## config.mk

```make
export PLATFORM = sky130hd
export DESIGN_NAME = vt_delay
export DESIGN_NICKNAME = d
export VERILOG_FILES = /design/src/rtl/vt_delay.sv
export SDC_FILE = /design/constraint.sdc
export NUM_CORES = 1
export LEC_CHECK = 0
export BUFFER_PORTS_ARGS = -buffer_cell sky130_fd_sc_hd__buf_2
export CELL_PAD_IN_SITES_DETAIL_PLACEMENT = 0
export CELL_PAD_IN_SITES_GLOBAL_PLACEMENT = 1
export CORE_UTILIZATION = 28
export DETAILED_ROUTE_END_ITERATION = 12
export PLACE_DENSITY_LB_ADDON = 0.1
export SYNTH_ARGS = -nofsm -noshare
export SYNTH_HDL_FRONTEND = slang
export SYNTH_SLANG_ARGS = --single-unit
```

## constraint.sdc

```tcl
create_clock -name clk -period 0.8 [get_ports clk]
set_clock_uncertainty 0.15 [all_clocks]
set_input_delay 0.04 -clock clk [delete_from_list [all_inputs] [get_ports clk]]
set_output_delay 0.04 -clock clk [all_outputs]
set_load 0.01 [all_outputs]
```

## src/rtl/vt_delay.sv

```systemverilog
module vt_delay #(
  parameter int W = 32,
  parameter int N = 1
) (
  input  logic         clk,
  input  logic         en,
  input  logic [W-1:0] d,
  output logic [W-1:0] q
);

  logic [W-1:0] sr [N];

  always_ff @(posedge clk) begin
    if (en) begin
      sr[0] <= d;
      for (int i = 1; i < N; i++) begin
        sr[i] <= sr[i-1];
      end
    end
  end

  assign q = sr[N-1];

endmodule

```

==> reports/summary.txt <==
Status -> finished with violations
Failing checks -> negative hold slack, negative setup slack
Pre-antenna DRT Iters -> 3
Combinational fraction of design power -> 0.135
Avg WL per Cell -> 10.6 um
Post-DP Area -> 0.00138 sq mm
Net Sw Frac -> 0.210
Core Area -> 0.00315 sq mm
Leakage -> 0.748 nW
Vias -> 698
Fin. Hold Viols -> 20
Top reg by flops -> sr
Syn_nets -> 66
Clock buffer depth -> 2
Critical Path Start Type -> flop
Layout cells sized above 1 -> 0.518
Setup TNS -> -7.00 ns
Number of global-route vias before repair -> 684
Nets -> 172
Hold_ws -> -0.0203 ns
Max-slew headroom -> 0.934
Synth area leader -> edfxtp_1
Clock root buffer -> clkbuf_4
Routed Antenna Nets -> 0
CTS H-tree lvls -> 2
Design area -> 0.00175 sq mm
Placed cells -> 143
Iter 0 DRT Violations -> 10
Max-Cap Viols -> 0
Residual DRC -> 0
I/O Pins -> 66
Final non-filler cell total -> 183
Area share of the largest cell type after synthesis -> 1.00
Average size of a mapped cell -> 30.0 sq um
Final setup fails -> 32
Hold Crit Depth -> 2
Worst Path Max Fanout -> 1
P&R area growth vs syn -> 82.2%
Hold EP -> sr[0][8]$_DFFE_PP_
Antenna Cells -> 0
Worst-path cell chain -> buf_2
Slew @ Worst Pin -> 0.0990 ns
Critical path buffers and inverters -> 1
Sequential share of power -> 0.617
# hold bufs at CTS -> 32
Area of the multi-input gates -> 0 sq um
Req. time, crit path -> 0.61 ns
Internal power contribution -> 2.58 mW
Regs by FF count -> sr: 32 flops
FF+latch count, synth -> 32
CTS tree -> built
Post-CTS Resized -> 0
RSZ-0062 raised after global routing -> true
Pin count of the biggest net entering global routing -> 19
CP max stage delay -> 0.39 ns
Unique masters post-synth -> 1
Net Switching -> 0.685 mW
Yosys warnings -> 0
Chip height -> 60.6 um
DIE AREA -> 0.00367 sq mm
Reg clk slew, reported paths -> 0.09 ns
Syn Inst Count -> 32
Synthesized cell area -> 961 sq um
Max FFs per register -> 32
Hold Path Origin -> en
GPL Wtd Cong -> 0.601
Port Buffers -> 65
Final worst slack -> -0.246 ns
Routed Wire Length -> 1.94 mm
Sequential-to-total area share from yosys stat -> 1.00
Post-CTS Setup Bufs -> 0
Gr usage total -> 0.113
TritonCTS Buffers -> 5
Max Freq -> 956 MHz
CTS sink count -> 32
Most frequent cells in the layout -> buf_2, dlygate4sd3_1, edfxtp_1
Via density -> 3.81
First-pass GRT wire length -> 2.73 mm
Total design power -> 3.27 mW
Power share of the clock group -> 0.249
Slowest CP cell -> edfxtp_1
Top cells by area in the synthesized netlist -> edfxtp_1
Tmin final -> 1.05 ns
Fin. max-slew vios -> 0
Initial Utilization -> 0.305
Cell family with most CP delay -> flip-flops
Num rows -> 20
Pwr Density -> 1870 mW/mm^2
Commonest non-fill, non-tap cell in the layout -> buf_2
Tcrit/Tclk final -> 1.31
Worst EP arrival -> 0.86 ns
CP endpoint kind -> primary output
Initial antenna violation count -> 0
Die W -> 60.6 um
Worst VDD drop -> 991 uV
GR Overflow Total -> 0
Critical path class -> flop to primary output
Hold/Removal Path Class -> input pin to flop
Count of multi-input gates -> 0
## worst max path at each step
| stage | from | endpoint | cells past startpoint |
|---|---|---|---|
| final | sr[0][3]$_DFFE_PP_ | q[3] | 1 |
| after global routing | sr[0][3]$_DFFE_PP_ | q[3] | 1 |
| after CTS | sr[0][30]$_DFFE_PP_ | q[30] | 1 |
| after detailed placement | en | sr[0][27]$_DFFE_PP_ | 2 |
| after global placement | en | sr[0][27]$_DFFE_PP_ | 2 |
| after floorplan | sr[0][0]$_DFFE_PP_ | q[0] | 0 |
## cell type report
type	count	area, sq um
repair buffers	99	686
clock buffers	7	45.0
flip-flops and latches	32	961
clock inverters	1	3.75
well taps	44	55.1
fillers	271	1400
## cell usage after synthesis
library cell	n
edfxtp_1	32
## through the flow
step	hold slack, ns	util	worst slack [ns]
finish	-0.0203	0.555	-0.246
global route	-0.0317	0.555	-0.307
CTS	-0.0347	0.555	-0.273
detailed placement	0.0681	0.438	0.00438
global placement	0.0662	0.438	0.00273
floorplan	-0.0111	-	0.216
## power by group through the flow
| stage | Clock (mW) | Combinational, mW | Sequential (mW) |
|---|---|---|---|
| floorplan | 0 | 0 | 2.14 |
| global placement | 0 | 0.327 | 2.05 |
| detailed placement | 0 | 0.325 | 2.05 |
| CTS | 0.866 | 0.444 | 2.02 |
| global route | 0.933 | 0.480 | 2.03 |
| finish | 0.814 | 0.440 | 2.02 |
## what timing repair did
item,CTS,global route
pin swaps,0,0
hold endpoints to repair,64,32
setup endpoints to repair,32,32
## cell families (layout without fill, tap and decap cells)
logic type	after synthesis	in the layout	share of synthesized area
buffers and inverters	0	107	0
DFF	32	32	1.00
## layer usage
metal	track usage	vias up	wire length [um]
met4	0.0974	0	63
met3	0.0512	7	187
met2	0.192	41	997
li1	-	340	-
met1	0.100	310	687
met5	0	-	0
Note: power is estimated with default switching activity, not from simulation.
