<file path="src/rtl/vt_pkg.sv">
package vt_pkg;

  localparam int NUM_REGS  = 8;
  localparam int CFG_IDX_W = 4;

  localparam logic [1:0] KIND_POINT = 2'd0;
  localparam logic [1:0] KIND_VEC4  = 2'd1;
  localparam logic [1:0] KIND_DIR   = 2'd2;
  localparam logic [1:0] KIND_NONE  = 2'd3;

  localparam logic [31:0] FP_ONE      = 32'h3F80_0000;
  localparam logic [31:0] FP_NEG_ZERO = 32'h8000_0000;
  localparam logic [31:0] FP_DEF_NAN  = 32'hFFC0_0000;
  localparam logic [31:0] FP_QUIET    = 32'h0040_0000;

  typedef struct packed {
    logic [1:0]  kind;
    logic [31:0] x_in;
    logic [31:0] y_in;
    logic [31:0] z_in;
    logic [31:0] w_in;
  } vin_t;

  typedef struct packed {
    logic [31:0] x_out;
    logic [31:0] y_out;
    logic [31:0] z_out;
    logic [31:0] w_out;
  } vout_t;

  typedef struct packed {
    logic               spc;
    logic [31:0]        spv;
    logic               sgn;
    logic signed [11:0] ex;
    logic [23:0]        m;
    logic [24:0]        r;
    logic [25:0]        q;
  } rcp_t;

  function automatic logic is_nan(input logic [31:0] a);
    return (a[30:23] == 8'hFF) && (a[22:0] != 23'd0);
  endfunction

  function automatic logic is_inf(input logic [31:0] a);
    return (a[30:23] == 8'hFF) && (a[22:0] == 23'd0);
  endfunction

  function automatic logic is_zero(input logic [31:0] a);
    return a[30:0] == 31'd0;
  endfunction

  function automatic logic [5:0] clz48(input logic [47:0] v);
    logic [5:0] n;
    n = 6'd48;
    for (int i = 0; i < 48; i++) begin
      if (v[i]) begin
        n = 6'(47 - i);
      end
    end
    return n;
  endfunction

  function automatic logic [4:0] clz28(input logic [27:0] v);
    logic [4:0] n;
    n = 5'd28;
    for (int i = 0; i < 28; i++) begin
      if (v[i]) begin
        n = 5'(27 - i);
      end
    end
    return n;
  endfunction

  // The significand carries its leading one at bit 26 and three bits below
  // the kept 24; the exponent is biased and may fall below the normal range.
  function automatic logic [31:0] round_pack(input logic sgn, input logic signed [11:0] ex,
                                             input logic [26:0] sig, input logic stk);
    logic [4:0]         sh;
    logic [58:0]        tmp;
    logic [26:0]        s2;
    logic               st2;
    logic [23:0]        m;
    logic               inc;
    logic [24:0]        mr;
    logic signed [11:0] e3;
    logic [31:0]        res;
    s2  = sig;
    st2 = stk;
    if (ex < 12'sd1) begin
      if (ex < -12'sd29) begin
        sh = 5'd31;
      end else begin
        sh = 5'(12'sd1 - ex);
      end
      tmp = {sig, 32'd0} >> sh;
      s2  = tmp[58:32];
      st2 = stk | (|tmp[31:0]);
    end
    m   = s2[26:3];
    inc = s2[2] & (s2[1] | s2[0] | st2 | m[0]);
    mr  = {1'b0, m} + 25'(inc);
    if (sig == 27'd0) begin
      res = {sgn, 31'd0};
    end else if (ex < 12'sd1) begin
      res = {sgn, 7'd0, mr[23], mr[22:0]};
    end else begin
      e3 = mr[24] ? ex + 12'sd1 : ex;
      if (e3 >= 12'sd255) begin
        res = {sgn, 8'hFF, 23'd0};
      end else begin
        res = {sgn, e3[7:0], mr[24] ? 23'd0 : mr[22:0]};
      end
    end
    return res;
  endfunction

endpackage

</file>
<file path="src/rtl/vt_fmul.sv">
module vt_fmul (
  input  logic        clk,
  input  logic        en,
  input  logic [31:0] a,
  input  logic [31:0] b,
  output logic [31:0] y
);

  logic               s1_spc;
  logic [31:0]        s1_spv;
  logic               s1_sgn;
  logic signed [11:0] s1_ex;
  logic [47:0]        s1_prod;

  logic               s2_spc;
  logic [31:0]        s2_spv;
  logic               s2_sgn;
  logic signed [11:0] s2_ex;
  logic [26:0]        s2_sig;
  logic               s2_stk;

  logic               spc;
  logic [31:0]        spv;
  logic [7:0]         ea;
  logic [7:0]         eb;
  logic [5:0]         lz;
  logic [47:0]        pn;

  always_comb begin
    ea  = (a[30:23] == 8'd0) ? 8'd1 : a[30:23];
    eb  = (b[30:23] == 8'd0) ? 8'd1 : b[30:23];
    spc = 1'b1;
    spv = {a[31] ^ b[31], 31'd0};
    if (vt_pkg::is_nan(a)) begin
      spv = a | vt_pkg::FP_QUIET;
    end else if (vt_pkg::is_nan(b)) begin
      spv = b | vt_pkg::FP_QUIET;
    end else if ((vt_pkg::is_inf(a) && vt_pkg::is_zero(b)) ||
                 (vt_pkg::is_inf(b) && vt_pkg::is_zero(a))) begin
      spv = vt_pkg::FP_DEF_NAN;
    end else if (vt_pkg::is_inf(a) || vt_pkg::is_inf(b)) begin
      spv = {a[31] ^ b[31], 8'hFF, 23'd0};
    end else if (!(vt_pkg::is_zero(a) || vt_pkg::is_zero(b))) begin
      spc = 1'b0;
    end
  end

  always_ff @(posedge clk) begin
    if (en) begin
      s1_spc  <= spc;
      s1_spv  <= spv;
      s1_sgn  <= a[31] ^ b[31];
      s1_ex   <= $signed({4'd0, ea}) + $signed({4'd0, eb}) - 12'sd127;
      s1_prod <= {|a[30:23], a[22:0]} * {|b[30:23], b[22:0]};
    end
  end

  always_comb begin
    lz = vt_pkg::clz48(s1_prod);
    pn = s1_prod << lz;
  end

  always_ff @(posedge clk) begin
    if (en) begin
      s2_spc <= s1_spc;
      s2_spv <= s1_spv;
      s2_sgn <= s1_sgn;
      s2_ex  <= s1_ex + 12'sd1 - $signed({6'd0, lz});
      s2_sig <= pn[47:21];
      s2_stk <= |pn[20:0];
    end
  end

  always_ff @(posedge clk) begin
    if (en) begin
      y <= s2_spc ? s2_spv : vt_pkg::round_pack(s2_sgn, s2_ex, s2_sig, s2_stk);
    end
  end

endmodule

</file>
<file path="config.mk">
export PLATFORM = sky130hd
export DESIGN_NAME = vt_fmul
export DESIGN_NICKNAME = d
export VERILOG_FILES = /design/src/rtl/vt_pkg.sv /design/src/rtl/vt_fmul.sv
export SDC_FILE = /design/constraint.sdc
export NUM_CORES = 2
export LEC_CHECK = 0
export ABC_AREA = 1
export BUFFER_PORTS_ARGS = -buffer_cell sky130_fd_sc_hd__buf_2
export CAP_MARGIN = 40
export CORE_MARGIN = 4
export CORE_UTILIZATION = 30
export CTS_BUF_LIST = sky130_fd_sc_hd__clkbuf_4 sky130_fd_sc_hd__clkbuf_8
export CTS_CLUSTER_DIAMETER = 80
export CTS_CLUSTER_SIZE = 10
export DETAILED_ROUTE_END_ITERATION = 7
export GPL_TIMING_DRIVEN = 0
export SYNTH_ARGS = -nofsm -noshare
export SYNTH_HDL_FRONTEND = slang
export SYNTH_SLANG_ARGS = --single-unit
</file>
<file path="constraint.sdc">
create_clock -name clk -period 15.9 [get_ports clk]
set_input_delay 0.795 -clock clk [delete_from_list [all_inputs] [get_ports clk]]
set_output_delay 0.795 -clock clk [all_outputs]
set_load 0.1 [all_outputs]
</file>
==> results.ini <==
[run_status]
status=finished clean

[critical_path]
cp_num_buf_inv=7
reg2reg_from=s2_ex[1]
max_stage_delay_ns=0.78
worstSetupPathType=in -> reg
start_kind=input pin
crit_fanout=10
crit_family=adder cells
crit_path_end_kind=flip-flop
slowest_stage=clkbuf_1
crit_top_cell=fa_1
r2r_setup_slack_ns=8.52
rr_worst_depth=38
required_ns=16.22
crit_path_start=a[12]
path_depth=35
arrival_ns=9.95
reg2reg_to=y[2]

[logic_synthesis]
synth_ff_type=edfxtp_1
synth_compound_area_share_pct=7.03
synth-simple-area-share_pct=20.0
synth.cell_area_mm2=0.0322
yosys.area_share.adder_pct=38.2
synth_warnings=0
synthMuxAreaShare_pct=0.403
ys_seq_area_share_pct=18.4
synth_edf_count=198
synth_top_family_by_area=adder cells
syn-num-nets=4871
ys_types=67
syn_avg_cell_area_um2=7.84
ys_ff_latch=198
synth_xor_area_share_pct=2.23
synth_cells=4111
synthArstFlopShare_pct=0

[sta]
final.period_utilization_pct=60.6
fin_crit_ns=9.64
fin_skew_ns=0.0220
tns_ns=0
fmax_mhz=104
grt_setup_unrepaired=false
slew_headroom_pct=32.7
setup_viol=0
hold_viol=0
report.final.slew_viol_count=0
tightest_slew_ns=1.01

[route]
vias=27961
firstDrtPassIters=6
routedWlPerCell_um=20.6
dr.first_iter.drc_count=2841
drt-total-wl_um=116000
drc_errors=0
vias_per_cell=4.96
detail-route-antenna-nets=0

[final_layout]
final_layout_size_suffix_gt1_share_pct=4.42
final_common_cell=nand2_1
final_cell_mix=nand2_1, inv_1, fa_1, clkbuf_1, ha_1
fin_nets=4973
final_util_pct=32.8
synthToLayoutAreaGrowth_pct=8.85
fillers=11501

[hold_path]
hold_end=s2_spv[5]
hold_depth=0
hp-class=reg -> reg
min-delay-start=s1_spv[5]

[clock_network]
cts_max_path_buffers=2
cts_made_buffers=17
cts_tree=done
htree_levels=4
hold_buffers=0
path_clk_slew_ns=0.13
cts_resized=0
clock-root-buffer=clkbuf_8
clkLatencyLatePin_ns=0.57
clock-sinks=198
postCtsSetupBuffers=0

[place]
place_hpwl_um=95200
place.port_buffers=53
gp_congestion=0.989

[grt]
grt_max_degree=128
grt_usage_pct=20.6
grt_pass1_wl_um=173000
antenna_found_initial=2
overflow=0
grt_pass1_vias=27898

[floorplanning]
die_height_um=336
num_rows=120
die_area_mm2=0.113
io_pins=98
die_w_um=336
initial_core_util_pct=30.2
core_area_mm2=0.107

[run]
maxCapViolCount=0

-- flip-flops by register name (all words and copies together) (netlist names) --
signal   cells
s2_spc       1
y           32
s1_prod     48
s1_ex       10
s2_stk       1
s1_sgn       1
s2_spv      32
s2_sig      27
s1_spv      32
s2_sgn       1
s1_spc       1
s2_ex       12
-- area by class of cell --
class | count | area [µm²] | share of cell area [%]
repair buffers | 83 | 646 | 1.84
well taps | 1403 | 1760 | 5.00
clock inverters | 15 | 213 | 0.606
inverters | 929 | 3490 | 9.94
flip-flops and latches | 198 | 5950 | 16.9
multi-input cells | 2751 | 21900 | 62.4
plain buffers | 233 | 921 | 2.62
clock buffers | 17 | 234 | 0.666
diodes | 3 | 7.51 | 0.0214
-- metrics by stage --
stage | instances | cell area (µm²) | hold slack (ns) | setup WS [ns]
6_report | 5632 | 35100 | 0.411 | 6.26
5_1_grt | 5630 | 35100 | 0.395 | 5.85
4_1_cts | 5626 | 35100 | 0.407 | 6.45
3_5_place_dp | 5594 | 34600 | 0.405 | 5.81
3_3_place_gp | 5567 | 34300 | 0.402 | 5.68
2_1_floorplan | 4111 | 32200 | 0.400 | 7.87
-- logic make-up (layout without fill, tap and decap cells) --
family	Yosys count	in the layout
other	0	3
adder cells (fa/ha/maj)	694	694
AND/OR/NAND/NOR	1579	1579
flip-flops	198	198
buffers and inverters	1162	1277
XOR/XNOR	82	82
multiplexers	13	13
AO/OA/AOI/OAI	383	383
-- cell usage after synthesis (4+ instances only) --
cell type	count	area share [%]
nor4_1	18	0.35
o31ai_1	4	0.093
buf_1	4	0.047
nand3b_1	4	0.093
edfxtp_1	198	18
a22oi_1	6	0.14
inv_2	16	0.19
clkbuf_1	214	2.5
nor2_1	142	1.7
nor2_2	6	0.12
nand2_1	1154	13
o21bai_1	5	0.12
xnor2_1	22	0.60
ha_1	210	8.1
or2_2	4	0.078
o21ai_0	154	2.4
o31ai_2	9	0.35
nand4_1	41	0.80
o22ai_1	14	0.27
fa_1	484	30
a211oi_1	5	0.12
xor2_1	60	1.6
nor3_1	14	0.22
o211ai_1	10	0.23
a21oi_1	72	1.1
buf_2	10	0.16
mux2i_1	13	0.40
o21ai_2	4	0.11
o2111ai_1	9	0.24
nand3_1	173	2.7
o21ai_1	58	0.90
a31oi_1	10	0.19
and2_1	5	0.097
buf_6	4	0.14
inv_1	907	11
clkinv_1	5	0.058
-- routing by layer --
| layer | up-vias | GRT usage (%) | wire [µm] |
|---|---|---|---|
| met5 | - | 0 | 0 |
| met2 | 1328 | 33.2 | 52300 |
| met1 | 13693 | 26.7 | 47300 |
| met3 | 240 | 5.13 | 11500 |
| met4 | 0 | 7.82 | 4770 |
| li1 | 12700 | - | - |
-- worst max path at each step --
| stage | endpoint | slack, ns |
|---|---|---|
| after global routing | s1_prod[46] | 5.85 |
| after floorplan | s1_prod[46] | 7.87 |
| final | s1_prod[46] | 6.26 |
| after global placement | s1_prod[46] | 5.68 |
| after detailed placement | s1_prod[46] | 5.81 |
| after CTS | s1_prod[46] | 6.45 |
Power is left out: the tool's default activity adds up to more than one toggle a clock period on the data nets, which glitch-free logic cannot reach.
