--- src/rtl/vt_pkg.sv ---
package vt_pkg;

  localparam int NUM_REGS  = 8;
  localparam int CFG_IDX_W = 4;

  localparam logic [1:0] KIND_POINT = 2'd0;
  localparam logic [1:0] KIND_VEC4  = 2'd1;
  localparam logic [1:0] KIND_DIR   = 2'd2;
  localparam logic [1:0] KIND_NONE  = 2'd3;

  localparam logic [31:0] FP_ONE      = 32'h3F80_0000;
  localparam logic [31:0] FP_NEG_ZERO = 32'h8000_0000;
  localparam logic [31:0] FP_DEF_NAN  = 32'hFFC0_0000;
  localparam logic [31:0] FP_QUIET    = 32'h0040_0000;

  typedef struct packed {
    logic [1:0]  kind;
    logic [31:0] x_in;
    logic [31:0] y_in;
    logic [31:0] z_in;
    logic [31:0] w_in;
  } vin_t;

  typedef struct packed {
    logic [31:0] x_out;
    logic [31:0] y_out;
    logic [31:0] z_out;
    logic [31:0] w_out;
  } vout_t;

  typedef struct packed {
    logic               spc;
    logic [31:0]        spv;
    logic               sgn;
    logic signed [11:0] ex;
    logic [23:0]        m;
    logic [24:0]        r;
    logic [25:0]        q;
  } rcp_t;

  function automatic logic is_nan(input logic [31:0] a);
    return (a[30:23] == 8'hFF) && (a[22:0] != 23'd0);
  endfunction

  function automatic logic is_inf(input logic [31:0] a);
    return (a[30:23] == 8'hFF) && (a[22:0] == 23'd0);
  endfunction

  function automatic logic is_zero(input logic [31:0] a);
    return a[30:0] == 31'd0;
  endfunction

  function automatic logic [5:0] clz48(input logic [47:0] v);
    logic [5:0] n;
    n = 6'd48;
    for (int i = 0; i < 48; i++) begin
      if (v[i]) begin
        n = 6'(47 - i);
      end
    end
    return n;
  endfunction

  function automatic logic [4:0] clz28(input logic [27:0] v);
    logic [4:0] n;
    n = 5'd28;
    for (int i = 0; i < 28; i++) begin
      if (v[i]) begin
        n = 5'(27 - i);
      end
    end
    return n;
  endfunction

  // The significand carries its leading one at bit 26 and three bits below
  // the kept 24; the exponent is biased and may fall below the normal range.
  function automatic logic [31:0] round_pack(input logic sgn, input logic signed [11:0] ex,
                                             input logic [26:0] sig, input logic stk);
    logic [4:0]         sh;
    logic [58:0]        tmp;
    logic [26:0]        s2;
    logic               st2;
    logic [23:0]        m;
    logic               inc;
    logic [24:0]        mr;
    logic signed [11:0] e3;
    logic [31:0]        res;
    s2  = sig;
    st2 = stk;
    if (ex < 12'sd1) begin
      if (ex < -12'sd29) begin
        sh = 5'd31;
      end else begin
        sh = 5'(12'sd1 - ex);
      end
      tmp = {sig, 32'd0} >> sh;
      s2  = tmp[58:32];
      st2 = stk | (|tmp[31:0]);
    end
    m   = s2[26:3];
    inc = s2[2] & (s2[1] | s2[0] | st2 | m[0]);
    mr  = {1'b0, m} + 25'(inc);
    if (sig == 27'd0) begin
      res = {sgn, 31'd0};
    end else if (ex < 12'sd1) begin
      res = {sgn, 7'd0, mr[23], mr[22:0]};
    end else begin
      e3 = mr[24] ? ex + 12'sd1 : ex;
      if (e3 >= 12'sd255) begin
        res = {sgn, 8'hFF, 23'd0};
      end else begin
        res = {sgn, e3[7:0], mr[24] ? 23'd0 : mr[22:0]};
      end
    end
    return res;
  endfunction

endpackage

--- src/rtl/vt_frecip.sv ---
module vt_frecip (
  input  logic        clk,
  input  logic        en,
  input  logic [31:0] a,
  output logic [31:0] y
);

  localparam int NORM = 5;
  localparam int DIVB = 26;
  localparam int NST  = 1 + NORM + DIVB;

  vt_pkg::rcp_t st [NST];
  vt_pkg::rcp_t dec;

  function automatic vt_pkg::rcp_t nstep(input vt_pkg::rcp_t s, input int sh);
    vt_pkg::rcp_t o;
    o = s;
    if ((s.m >> (24 - sh)) == 24'd0) begin
      o.m  = s.m << sh;
      o.ex = s.ex - 12'(sh);
    end
    return o;
  endfunction

  function automatic vt_pkg::rcp_t dstep(input vt_pkg::rcp_t s, input logic first);
    vt_pkg::rcp_t o;
    logic [24:0]  rin;
    logic [25:0]  r2;
    logic         ge;
    o   = s;
    rin = first ? (25'h100_0000 - {1'b0, s.m}) : s.r;
    r2  = {rin, 1'b0};
    ge  = r2 >= {2'd0, s.m};
    o.r = ge ? 25'(r2 - {2'd0, s.m}) : r2[24:0];
    o.q = {s.q[24:0], ge};
    return o;
  endfunction

  function automatic logic [31:0] finish(input vt_pkg::rcp_t s);
    logic pow2;
    pow2 = s.m == 24'h80_0000;
    if (s.spc) begin
      return s.spv;
    end else if (pow2) begin
      return vt_pkg::round_pack(s.sgn, 12'sd254 - s.ex, 27'h400_0000, 1'b0);
    end else begin
      return vt_pkg::round_pack(s.sgn, 12'sd253 - s.ex, {1'b1, s.q}, s.r != 25'd0);
    end
  endfunction

  always_comb begin
    dec     = '0;
    dec.sgn = a[31];
    dec.m   = {|a[30:23], a[22:0]};
    dec.ex  = (a[30:23] == 8'd0) ? 12'sd1 : $signed({4'd0, a[30:23]});
    dec.spc = 1'b1;
    if (vt_pkg::is_nan(a)) begin
      dec.spv = a | vt_pkg::FP_QUIET;
    end else if (vt_pkg::is_inf(a)) begin
      dec.spv = {a[31], 31'd0};
    end else if (vt_pkg::is_zero(a)) begin
      dec.spv = vt_pkg::FP_ONE;
    end else begin
      dec.spc = 1'b0;
    end
  end

  always_ff @(posedge clk) begin
    if (en) begin
      st[0] <= dec;
      for (int k = 0; k < NORM; k++) begin
        st[k+1] <= nstep(st[k], 16 >> k);
      end
      for (int j = 0; j < DIVB; j++) begin
        st[NORM+1+j] <= dstep(st[NORM+j], j == 0);
      end
    end
  end

  always_ff @(posedge clk) begin
    if (en) begin
      y <= finish(st[NST-1]);
    end
  end

endmodule

--- config.mk ---
export PLATFORM = sky130hd
export DESIGN_NAME = vt_frecip
export DESIGN_NICKNAME = d
export VERILOG_FILES = /design/src/rtl/vt_pkg.sv /design/src/rtl/vt_frecip.sv
export SDC_FILE = /design/constraint.sdc
export NUM_CORES = 2
export LEC_CHECK = 0
export BUFFER_PORTS_ARGS = -buffer_cell sky130_fd_sc_hd__buf_2
export CAP_MARGIN = 20
export CORE_MARGIN = 3
export CORE_UTILIZATION = 47
export CTS_CLUSTER_DIAMETER = 150
export DETAILED_ROUTE_END_ITERATION = 10
export PLACE_DENSITY_LB_ADDON = 0.15
export SLEW_MARGIN = 20
export SYNTH_ARGS = -nofsm -noshare
export SYNTH_HDL_FRONTEND = slang
export SYNTH_SLANG_ARGS = --single-unit
--- constraint.sdc ---
create_clock -name clk -period 7.6 [get_ports clk]
set_clock_uncertainty 0.1 [all_clocks]
set_input_delay 0.76 -clock clk [delete_from_list [all_inputs] [get_ports clk]]
set_output_delay 0.76 -clock clk [all_outputs]
set_load 0.1 [all_outputs]
==> run_results.csv <==
group,metric,value,unit
floorplan,die-width,557.6,um
synth,synthArstFlopShare,0,%
clocking,path_clk_slew,60,ps
clocking,cts.sinks,3268,
timing,final-max-slew-violation-count,0,
worst_setup_path,cp.arrival,7610,ps
clocking,clock_latency,890,ps
timing,fin_setup_tns,0,ps
global_routing,overflow,0,
pwr,p_per_area,363.7,nW/um^2
place,gp_congestion,0.9073,
timing,rsz0062_at_grt,"false",
global_routing,track_usage,17.98,%
synth,synth_seq_cells,3268,
floorplan,rows,201,
pwr,comb_power_share,28.9,%
pwr,p_seq_share,43.5,%
cells_and_area,final_util,53.06,%
worst_setup_path,crit_path_end_kind,"flop",
route,wl_per_cell,18.87,um
timing,post-route-period-util,92.13,%
pwr,p_leak,59.55,nW
synth,yosysWarnings,0,
route,totalWireLength,282300,um
floorplan,ios,66,
clocking,numCtsBuffers,345,
hold_path,worstHoldPathType,"input port to flop",
synth,synthFlopType,"edfxtp_1",
pwr,switching_share,31.06,%
pwr,p_switching,18.06,mW
timing,worstMarginPinSlew,1081,ps
timing,fin_crit,7002,ps
timing,hold_viol,0,
global_routing,grt_pass1_wl,444200,um
synth,syn_area,143000,um^2
synth,postSynthAreaPerCell,13.80,um^2
route,first_pass_iters,6,
clocking,cts_resized,0,
synth,synthDistinctLibCells,110,
cells_and_area,fin_nets,11422,
route,dr.first_iter.drc_count,5383,
worst_setup_path,crit_fanout,16,
floorplan,fp.dieH,557.6,um
timing,max_freq,0.1428,GHz
clocking,cts_root_buf,"clkbuf_16",
pwr,vdd_drop_max,226.3,uV
clocking,cts_max_level,5,
pwr,power.share.clock,27.5,%
place,io_buffers,65,
route,vias,80360,
synth,seq_area_frac_synth,68.62,%
cells_and_area,area_growth,11.79,%
cells_and_area,final_cells,14960,
cells_and_area,drive_above_1_share,9.213,%
timing,slew_headroom,27.93,%
clocking,ctsHoldBuffers,31,
pwr,internal-power,40.08,mW
synth,synth_cells,10365,
route,viasPerCell,5.372,
worst_setup_path,required,8210,ps
clocking,post_cts_buffers,0,
synth,netlist.area_leader.share,68.62,%
synth,synth_edf_count,3268,
clocking,cts_buffer_depth,4,
global_routing,grt_max_degree,209,
worst_setup_path,cp-start-kind,"flop",
place,place_hpwl,198500,um
floorplan,initial_utilization,47.47,%
synth,synth_largest_area_cell,"edfxtp_1",
timing,setup_viol_count_final,0,
timing,whs,148.1,ps
status,status,"completed",
worst_setup_path,crit_type,"flop to flop",
cells_and_area,fillers,24600,
place,place_area,148600,um^2
synth,synthTopCellsByArea,"edfxtp_1, ha_1, inv_1",
route,final_antenna_net_count,0,
floorplan,core,301300,um^2
cells_and_area,final_area,159900,um^2
route,drc,0,
worst_setup_path,reg2reg_slack,600,ps
global_routing,antenna_found_initial,4,
place,dp.cells,14302,
global_routing,grt_pass1_vias,81149,
synth,synth_nets,11064,
clocking,cts_tree,"yes",
floorplan,dieArea,310900,um^2
flow_run,maxCapViolCount,0,
[power by group through the flow]
stage	Clock (mW)	Combinational, mW	Sequential, mW
global route	17.3	18.9	25.6
global placement	0	16.3	25.7
CTS	16.6	16.8	25.3
floorplan	0	12.6	25.0
detailed placement	0	16.7	25.7
finish	16.0	16.8	25.3
[worst max-delay path: stages, from the launching register on]
cell and delay (ps):
edfxtp_1 810, nand4_1 370, nor3_1 360, a211oi_2 260, o41ai_4 900, buf_4 310
o32ai_1 120, a211oi_2 640, a21oi_1 240, o22ai_1 210, a21oi_1 190, inv_1 100
ha_1 180, a21boi_0 210, buf_4 150, nand4_1 210, nor4_2 430, mux2i_1 300
o211ai_2 140, buf_12 150, buf_4 160, o31ai_1 250
[path summary, 6_finish.rpt]
kind | from | end | depth (start not counted)
worst max-delay path | st[1][1894] | y[20] | 21
worst min-delay path | a[23] | st[0][75] | 2
worst max register to register | st[1][1894] | y[20] | 21
worst min register to register | st[0][1539] | st[0][1660] | 0
[synthesized netlist by cell type, types with 26 or more instances]
master and count:
or3_1 35, nand2b_1 74, o31ai_1 113, inv_1 894
a31oi_1 71, nand3_1 132, and3_1 81, xor2_1 249
nor3_1 207, a21boi_0 93, clkbuf_1 157, nor2_1 624
nor2b_1 94, a211oi_1 48, o21bai_1 40, or2_2 60
and2_1 84, o21ai_0 630, nand2_1 807, o21ai_1 28
xnor2_1 295, ha_1 640, nand4_1 120, mux2_2 192
a21o_1 132, nor4_1 86, o2111ai_1 28, o21a_1 67
o211ai_1 41, a21oi_1 518, edfxtp_1 3268, o31a_1 26
[layout by cell type, fill, tap and decap left out, types with 82 or more instances in the layout]
cell and count:
a21o_1 132, edfxtp_1 3268, o21ai_0 630, clkinv_1 82, clkbuf_16 349, inv_1 894, xnor2_1 294, a21boi_0 92
nor2b_1 94, ha_1 640, and2_1 84, nand4_1 120, nor4_1 83, o31ai_1 113, nand3_1 132, nand2_1 806
nor3_1 206, xor2_1 249, buf_4 108, mux2_2 192, nor2_1 623, a21oi_1 518
[through the flow]
step           total power [mW]  setup WS [ps]
4_1_cts                   58.74          655.6
2_1_floorplan             37.61           1915
5_1_grt                   61.80          137.5
6_report                  58.14          598.2
3_5_place_dp              42.40          740.9
3_3_place_gp              41.95          661.8
[cells by family after synthesis]
kind of cell / share of synthesized area (%)
AOI/OAI and AO/OA: 9.050
buffers and inverters: 3.088
xor gates and xnor gates: 3.343
DFF: 68.62
muxes: 1.687
other: 0.002622
and+or+nand+nor: 8.259
adders and majority gates: 5.949
[metal layers]
layer | wire length [um] | up-vias | share of wire, % | track usage (%)
met3 | 10260 | 598 | 3.6 | 2.347
li1 | - | 39260 | - | -
met1 | 122000 | 38931 | 43 | 22.98
met2 | 136600 | 1571 | 48 | 30.65
met4 | 13450 | 0 | 4.8 | 8.089
met5 | 0 | - | 0 | 0
[cell type report]
cell class	instances	area (um^2)	share of cell area [%]
Timing Repair Buffer	227	1929	1.207
Multi-Input combinational cell	5985	40590	25.39
Sequential cell	3268	98130	61.39
Clock inverter	213	1931	1.208
Antenna cell	7	17.52	0.01096
Clock buffer	406	8947	5.597
Tap cell	3958	4952	3.098
Inverter	896	3363	2.104
[state kept, by name, summed over array words and instances, names as in the netlist]
signal  flops
st       3236
y          32
Note: power is estimated with default switching activity, not from simulation.
