`src/rtl/vt_pkg.sv`:
```
package vt_pkg;

  localparam int NUM_REGS  = 8;
  localparam int CFG_IDX_W = 4;

  localparam logic [1:0] KIND_POINT = 2'd0;
  localparam logic [1:0] KIND_VEC4  = 2'd1;
  localparam logic [1:0] KIND_DIR   = 2'd2;
  localparam logic [1:0] KIND_NONE  = 2'd3;

  localparam logic [31:0] FP_ONE      = 32'h3F80_0000;
  localparam logic [31:0] FP_NEG_ZERO = 32'h8000_0000;
  localparam logic [31:0] FP_DEF_NAN  = 32'hFFC0_0000;
  localparam logic [31:0] FP_QUIET    = 32'h0040_0000;

  typedef struct packed {
    logic [1:0]  kind;
    logic [31:0] x_in;
    logic [31:0] y_in;
    logic [31:0] z_in;
    logic [31:0] w_in;
  } vin_t;

  typedef struct packed {
    logic [31:0] x_out;
    logic [31:0] y_out;
    logic [31:0] z_out;
    logic [31:0] w_out;
  } vout_t;

  typedef struct packed {
    logic               spc;
    logic [31:0]        spv;
    logic               sgn;
    logic signed [11:0] ex;
    logic [23:0]        m;
    logic [24:0]        r;
    logic [25:0]        q;
  } rcp_t;

  function automatic logic is_nan(input logic [31:0] a);
    return (a[30:23] == 8'hFF) && (a[22:0] != 23'd0);
  endfunction

  function automatic logic is_inf(input logic [31:0] a);
    return (a[30:23] == 8'hFF) && (a[22:0] == 23'd0);
  endfunction

  function automatic logic is_zero(input logic [31:0] a);
    return a[30:0] == 31'd0;
  endfunction

  function automatic logic [5:0] clz48(input logic [47:0] v);
    logic [5:0] n;
    n = 6'd48;
    for (int i = 0; i < 48; i++) begin
      if (v[i]) begin
        n = 6'(47 - i);
      end
    end
    return n;
  endfunction

  function automatic logic [4:0] clz28(input logic [27:0] v);
    logic [4:0] n;
    n = 5'd28;
    for (int i = 0; i < 28; i++) begin
      if (v[i]) begin
        n = 5'(27 - i);
      end
    end
    return n;
  endfunction

  // The significand carries its leading one at bit 26 and three bits below
  // the kept 24; the exponent is biased and may fall below the normal range.
  function automatic logic [31:0] round_pack(input logic sgn, input logic signed [11:0] ex,
                                             input logic [26:0] sig, input logic stk);
    logic [4:0]         sh;
    logic [58:0]        tmp;
    logic [26:0]        s2;
    logic               st2;
    logic [23:0]        m;
    logic               inc;
    logic [24:0]        mr;
    logic signed [11:0] e3;
    logic [31:0]        res;
    s2  = sig;
    st2 = stk;
    if (ex < 12'sd1) begin
      if (ex < -12'sd29) begin
        sh = 5'd31;
      end else begin
        sh = 5'(12'sd1 - ex);
      end
      tmp = {sig, 32'd0} >> sh;
      s2  = tmp[58:32];
      st2 = stk | (|tmp[31:0]);
    end
    m   = s2[26:3];
    inc = s2[2] & (s2[1] | s2[0] | st2 | m[0]);
    mr  = {1'b0, m} + 25'(inc);
    if (sig == 27'd0) begin
      res = {sgn, 31'd0};
    end else if (ex < 12'sd1) begin
      res = {sgn, 7'd0, mr[23], mr[22:0]};
    end else begin
      e3 = mr[24] ? ex + 12'sd1 : ex;
      if (e3 >= 12'sd255) begin
        res = {sgn, 8'hFF, 23'd0};
      end else begin
        res = {sgn, e3[7:0], mr[24] ? 23'd0 : mr[22:0]};
      end
    end
    return res;
  endfunction

endpackage

```
`src/rtl/vt_fadd.sv`:
```
module vt_fadd (
  input  logic        clk,
  input  logic        en,
  input  logic [31:0] a,
  input  logic [31:0] b,
  output logic [31:0] y
);

  logic               s1_spc;
  logic [31:0]        s1_spv;
  logic               s1_sgn;
  logic               s1_sub;
  logic signed [11:0] s1_ex;
  logic [26:0]        s1_mb;
  logic [26:0]        s1_ms;

  logic               s2_spc;
  logic [31:0]        s2_spv;
  logic               s2_sgn;
  logic signed [11:0] s2_ex;
  logic [27:0]        s2_sum;
  logic [4:0]         s2_lz;

  logic               spc;
  logic [31:0]        spv;
  logic [31:0]        big;
  logic [31:0]        sml;
  logic [7:0]         eb;
  logic [7:0]         es;
  logic [7:0]         d;
  logic [4:0]         sh;
  logic [58:0]        tmp;
  logic [27:0]        sum;
  logic [4:0]         nsh;
  logic [27:0]        sn;

  always_comb begin
    spc = 1'b1;
    spv = {a[31] & b[31], 31'd0};
    if (vt_pkg::is_nan(a)) begin
      spv = a | vt_pkg::FP_QUIET;
    end else if (vt_pkg::is_nan(b)) begin
      spv = b | vt_pkg::FP_QUIET;
    end else if (vt_pkg::is_inf(a) && vt_pkg::is_inf(b) && (a[31] != b[31])) begin
      spv = vt_pkg::FP_DEF_NAN;
    end else if (vt_pkg::is_inf(a)) begin
      spv = a;
    end else if (vt_pkg::is_inf(b)) begin
      spv = b;
    end else if (!(vt_pkg::is_zero(a) && vt_pkg::is_zero(b))) begin
      spc = 1'b0;
    end
    if (b[30:0] > a[30:0]) begin
      big = b;
      sml = a;
    end else begin
      big = a;
      sml = b;
    end
    eb  = (big[30:23] == 8'd0) ? 8'd1 : big[30:23];
    es  = (sml[30:23] == 8'd0) ? 8'd1 : sml[30:23];
    d   = eb - es;
    sh  = (d > 8'd31) ? 5'd31 : d[4:0];
    tmp = {|sml[30:23], sml[22:0], 3'd0, 32'd0} >> sh;
  end

  always_ff @(posedge clk) begin
    if (en) begin
      s1_spc <= spc;
      s1_spv <= spv;
      s1_sgn <= big[31];
      s1_sub <= a[31] ^ b[31];
      s1_ex  <= $signed({4'd0, eb});
      s1_mb  <= {|big[30:23], big[22:0], 3'd0};
      s1_ms  <= tmp[58:32] | {26'd0, |tmp[31:0]};
    end
  end

  always_comb begin
    if (s1_sub) begin
      sum = {1'b0, s1_mb} - {1'b0, s1_ms};
    end else begin
      sum = {1'b0, s1_mb} + {1'b0, s1_ms};
    end
  end

  always_ff @(posedge clk) begin
    if (en) begin
      s2_spc <= s1_spc;
      s2_spv <= s1_spv;
      s2_sgn <= s1_sgn;
      s2_ex  <= s1_ex;
      s2_sum <= sum;
      s2_lz  <= vt_pkg::clz28(sum);
    end
  end

  always_comb begin
    nsh = s2_lz - 5'd1;
    sn  = s2_sum << nsh;
  end

  always_ff @(posedge clk) begin
    if (en) begin
      if (s2_spc) begin
        y <= s2_spv;
      end else if (s2_sum == 28'd0) begin
        y <= 32'd0;
      end else if (s2_sum[27]) begin
        y <= vt_pkg::round_pack(s2_sgn, s2_ex + 12'sd1, s2_sum[27:1], s2_sum[0]);
      end else begin
        y <= vt_pkg::round_pack(s2_sgn, s2_ex - $signed({7'd0, nsh}), sn[26:0], 1'b0);
      end
    end
  end

endmodule

```
`config.mk`:
```
export PLATFORM = sky130hd
export DESIGN_NAME = vt_fadd
export DESIGN_NICKNAME = d
export VERILOG_FILES = /design/src/rtl/vt_pkg.sv /design/src/rtl/vt_fadd.sv
export SDC_FILE = /design/constraint.sdc
export NUM_CORES = 1
export LEC_CHECK = 0
export BUFFER_PORTS_ARGS = -buffer_cell sky130_fd_sc_hd__buf_2
export CORE_AREA = 2 2 218 220
export DETAILED_ROUTE_END_ITERATION = 12
export DIE_AREA = 0 0 220 222
export PLACE_DENSITY = 0.63
export SLEW_MARGIN = 30
export SYNTH_ARGS = -nofsm -noshare
export SYNTH_HDL_FRONTEND = slang
export SYNTH_SLANG_ARGS = --single-unit
```
`constraint.sdc`:
```
create_clock -name clk -period 25.3 [get_ports clk]
set_input_delay 7.59 -clock clk [delete_from_list [all_inputs] [get_ports clk]]
set_output_delay 7.59 -clock clk [all_outputs]
set_load 0.1 [all_outputs]
```
==> reports/qor.txt <==
===========================================================================
Final RePlAce weighted congestion                                      1.04
Number of max-cap violations                                              0
Primary flip-flop cell chosen by synthesis mapping             sky130_fd_sc_hd__edfxtp_1
CP max-delay cell                                              sky130_fd_sc_hd__nand3_2
Asr flop ratio synth                                                      0
Flip-flop and latch count after synthesis                               201
Slew of the pin with the lowest slew margin                         1.17 ns
DRT Wirelength                                                      84.3 mm
Starting DRT DRC Count                                                2,540
Die Height                                                           222 um
Stage delay of the slowest cell on the critical path                0.94 ns
Final period demand of the worst path                              16.40 ns
Count of vias placed by the detailed router                          21,800
Count of non-filler cells in the finished layout                      3,172
Post-Syn Instances                                                    2,538
Number of gates resized after cts                                         0
Mapped Nets                                                           2,712
Required time at the worst-slack endpoint                          25.56 ns
Fraction of the yosys area taken by sequential cells                  0.280
Maximum number of pins on one net before global-route repair             72
Overflow after GRT                                                        0
Gr usage total                                                        0.335
Worst setup skew after layout                                     0.0247 ns
FF+latch area                                                     6040 um^2
Critical Path Fanout Max                                                 58
Initial core utilization                                              0.467
Worst setup EP type                                                    flop
Clock tree root driver cell                                    sky130_fd_sc_hd__clkbuf_16
CP Class                                                       primary input to flop
# IOs                                                                    98
Clock tree from TritonCTS                                              done
Final hold violation count                                                0
Filler cells                                                          4,482
Slew HR                                                               0.220
Vias in the first global route                                       20,400
Cts-stage hold buffer count                                               0
Part of the cycle the worst path needs                                0.648
Number of nets in the finished design                                 2,720
Layout cell share with drive strength beyond 1                        0.127
Crit path DAT                                                      16.66 ns
Area of the multi-input gates                                   14,500 um^2
Area of the placeable core                                      46,300 um^2
Sinks on the clock net                                                  201
Maximum vdd ir drop                                                0.109 mV
Setup total negative slack                                             0 ns
Setup violations, final                                                   0
Netlist Area Pre-Place                                          21,600 um^2
Slew Viols, Final                                                         0
Top cell by count, worst path                                  sky130_fd_sc_hd__o21ai_0
First-pass GRT wire length                                           126 mm
Die outline area                                                48,800 um^2
Number of warnings printed during yosys synthesis                         0
Average vias per placed instance                                       6.87
Sum of net half-perimeters after detailed placement                 64.4 mm
ANT nets after route                                                      0
Layout overhead on the synthesized area                               8.01%
Setup Fix Bufs, Post-CTS                                                  0
Highest Clock Rate                                                 61.0 MHz
Count of cell types in the netlist                                      110
Post-Synthesis Mean Instance Area                                 8.50 um^2
Detailed Routing Iterations Pass 1                                        6
Number of standard-cell rows in the floorplan                            79
Buffer depth of the longest clock path                                    3
Number of CTS-inserted buffers                                           24
EDFF count, synth                                                       201
Static Leakage                                                      8.90 nW
Result of the run                                              complete, no violations
Power density normalized to cell area                           118 nW/um^2
HP Class                                                       flop to flop
IO buf count                                                             97
H-Tree Level Count                                                        1
RSZ-0062 raised after global routing                                     no
Setup crit start kind                                          primary input
Wire per inst                                                       26.6 um
Die span in x                                                        220 um
Cell Count Post-Placement                                             3,127
Drc violations                                                            0
CTS clock-pin slew for the worst setup and hold paths               0.06 ns
Clock latency at the later pin of the worst-skew pair               0.55 ns
Initial antenna violation count                                           2
===========================================================================
[per-layer routing]
metal | share of wire | track usage
met5 | 0.00011 | 0
met2 | 0.46 | 0.546
met1 | 0.40 | 0.439
met4 | 0.054 | 0.153
met3 | 0.082 | 0.0466
[cells in the mapped netlist (9+ instances only)]
master                      instances  area (um^2)
sky130_fd_sc_hd__buf_1             22         82.6
sky130_fd_sc_hd__edfxtp_1         201         6040
sky130_fd_sc_hd__o32ai_1           10         87.6
sky130_fd_sc_hd__nor3_1            91          455
sky130_fd_sc_hd__or2_2             16          100
sky130_fd_sc_hd__or3_1             15         93.8
sky130_fd_sc_hd__a2111oi_0          9         78.8
sky130_fd_sc_hd__a22o_1            35          307
sky130_fd_sc_hd__and3_1            29          181
sky130_fd_sc_hd__mux4_2            44          991
sky130_fd_sc_hd__clkbuf_1         113          424
sky130_fd_sc_hd__o21bai_1          13         97.6
sky130_fd_sc_hd__o21ai_0          139          696
sky130_fd_sc_hd__a211o_1           16          140
sky130_fd_sc_hd__xor2_1            42          368
sky130_fd_sc_hd__nand3_1           82          410
sky130_fd_sc_hd__or4_1             10         75.1
sky130_fd_sc_hd__mux2_2            38          428
sky130_fd_sc_hd__a211oi_1          42          315
sky130_fd_sc_hd__nand4_1           46          288
sky130_fd_sc_hd__o31ai_1           32          240
sky130_fd_sc_hd__o31a_1             9         78.8
sky130_fd_sc_hd__mux2i_1           93          931
sky130_fd_sc_hd__ha_1             105         1310
sky130_fd_sc_hd__nand2b_1          17          106
sky130_fd_sc_hd__and2_1            24          150
sky130_fd_sc_hd__inv_1            114          428
sky130_fd_sc_hd__a31oi_1           28          175
sky130_fd_sc_hd__a21boi_0           9         67.6
sky130_fd_sc_hd__a21oi_1          138          691
sky130_fd_sc_hd__o21a_1            19          143
sky130_fd_sc_hd__a21o_1            32          240
sky130_fd_sc_hd__o22ai_1           18          113
sky130_fd_sc_hd__nor2_1           230          863
sky130_fd_sc_hd__buf_2             18         90.1
sky130_fd_sc_hd__o221ai_1          21          184
sky130_fd_sc_hd__a221oi_1          17          149
sky130_fd_sc_hd__nor2b_1           19          119
sky130_fd_sc_hd__xnor2_1           56          490
sky130_fd_sc_hd__nor4_1            49          307
sky130_fd_sc_hd__a22oi_1           27          203
sky130_fd_sc_hd__o211ai_1          28          210
sky130_fd_sc_hd__nand2_1          240          901
[per-stage QoR]
| stage | hold WS [ns] | instance area [um^2] | util | total power [mW] | setup slack, ns |
|---|---|---|---|---|---|
| finish | 0.415 | 23300 | 0.504 | 2.76 | 8.90 |
| global route | 0.409 | 23300 | 0.504 | 2.89 | 8.38 |
| CTS | 0.402 | 23300 | 0.504 | 2.70 | 9.25 |
| detailed placement | 0.405 | 22600 | 0.488 | 2.37 | 8.73 |
| global placement | 0.401 | 22500 | 0.487 | 2.37 | 8.84 |
| floorplan | 0.400 | 21600 | - | 1.81 | 11.14 |
[registers in the layout, indices dropped and copies added, names as in the netlist]
name / count
y: 32
s2_lz: 5
s1_mb: 24
s1_ex: 8
s1_sgn: 1
s2_spv: 32
s2_spc: 1
s2_sum: 28
s2_ex: 8
s1_spv: 32
s2_sgn: 1
s1_spc: 1
s1_sub: 1
s1_ms: 27
[where the power goes]
| group | switching [mW] | leakage (nW) | internal (mW) |
|---|---|---|---|
| Clock | 0.145 | 0.353 | 0.177 |
| Sequential | 0.0565 | 1.96 | 0.424 |
| Combinational | 1.31 | 6.59 | 0.646 |
[cell type report]
cell class / instances / area share
diodes: 1 / 0.000107
clock buffers: 26 / 0.0261
clock inverters: 18 / 0.00564
inverters: 118 / 0.0191
multi-input cells: 2059 / 0.622
flip-flops and latches: 201 / 0.259
well taps: 607 / 0.0326
repair buffers: 142 / 0.0357
[kinds of logic after synthesis]
group / Yosys count / share of synthesized area
AND/OR/NAND/NOR: 914 / 0.207
multiplexers: 177 / 0.110
adder cells (fa/ha/maj): 108 / 0.0637
buffers and inverters: 278 / 0.0511
flip-flops: 201 / 0.280
AO/OA/AOI/OAI: 760 / 0.247
XOR/XNOR: 100 / 0.0413
[worst max-delay path, delay by kind of cell]
kind            cells  cell delay (ns)
fa+ha+maj           3             0.91
simple gates       10             3.39
compound gates     11             3.35
mux                 2             0.64
buf+inv             4             0.79
[placed cells by master (no fill, tap or decap), types with 18 or more instances in the layout]
master / n
sky130_fd_sc_hd__o22ai_1: 18
sky130_fd_sc_hd__xnor2_1: 56
sky130_fd_sc_hd__clkbuf_16: 24
sky130_fd_sc_hd__nor4_1: 48
sky130_fd_sc_hd__ha_1: 105
sky130_fd_sc_hd__xor2_1: 42
sky130_fd_sc_hd__buf_2: 96
sky130_fd_sc_hd__nor3_1: 87
sky130_fd_sc_hd__mux2_2: 38
sky130_fd_sc_hd__a21oi_1: 137
sky130_fd_sc_hd__o21ai_0: 139
sky130_fd_sc_hd__a31oi_1: 28
sky130_fd_sc_hd__a211oi_1: 42
sky130_fd_sc_hd__o21a_1: 19
sky130_fd_sc_hd__inv_1: 114
sky130_fd_sc_hd__edfxtp_1: 201
sky130_fd_sc_hd__a21o_1: 32
sky130_fd_sc_hd__mux4_2: 44
sky130_fd_sc_hd__and3_1: 29
sky130_fd_sc_hd__o221ai_1: 21
sky130_fd_sc_hd__nand4_1: 46
sky130_fd_sc_hd__buf_4: 45
sky130_fd_sc_hd__mux2i_1: 93
sky130_fd_sc_hd__o211ai_1: 28
sky130_fd_sc_hd__a22o_1: 35
sky130_fd_sc_hd__nor2b_1: 19
sky130_fd_sc_hd__o31ai_1: 32
sky130_fd_sc_hd__a22oi_1: 27
sky130_fd_sc_hd__nor2_1: 229
sky130_fd_sc_hd__nand2_1: 239
sky130_fd_sc_hd__and2_1: 24
sky130_fd_sc_hd__nand3_1: 81
[final timing paths]
check,startpoint,slack (ns),to,depth (start not counted)
hold / removal,s1_spv[6],0.42,s2_spv[6],0
setup reg to reg,s2_lz[0],16.00,y[27],24
setup / recovery,a[27],8.90,s1_ms[0],30
hold reg to reg,s1_spv[6],0.42,s2_spv[6],0
No activity file was read; power rests on OpenSTA's default activity.
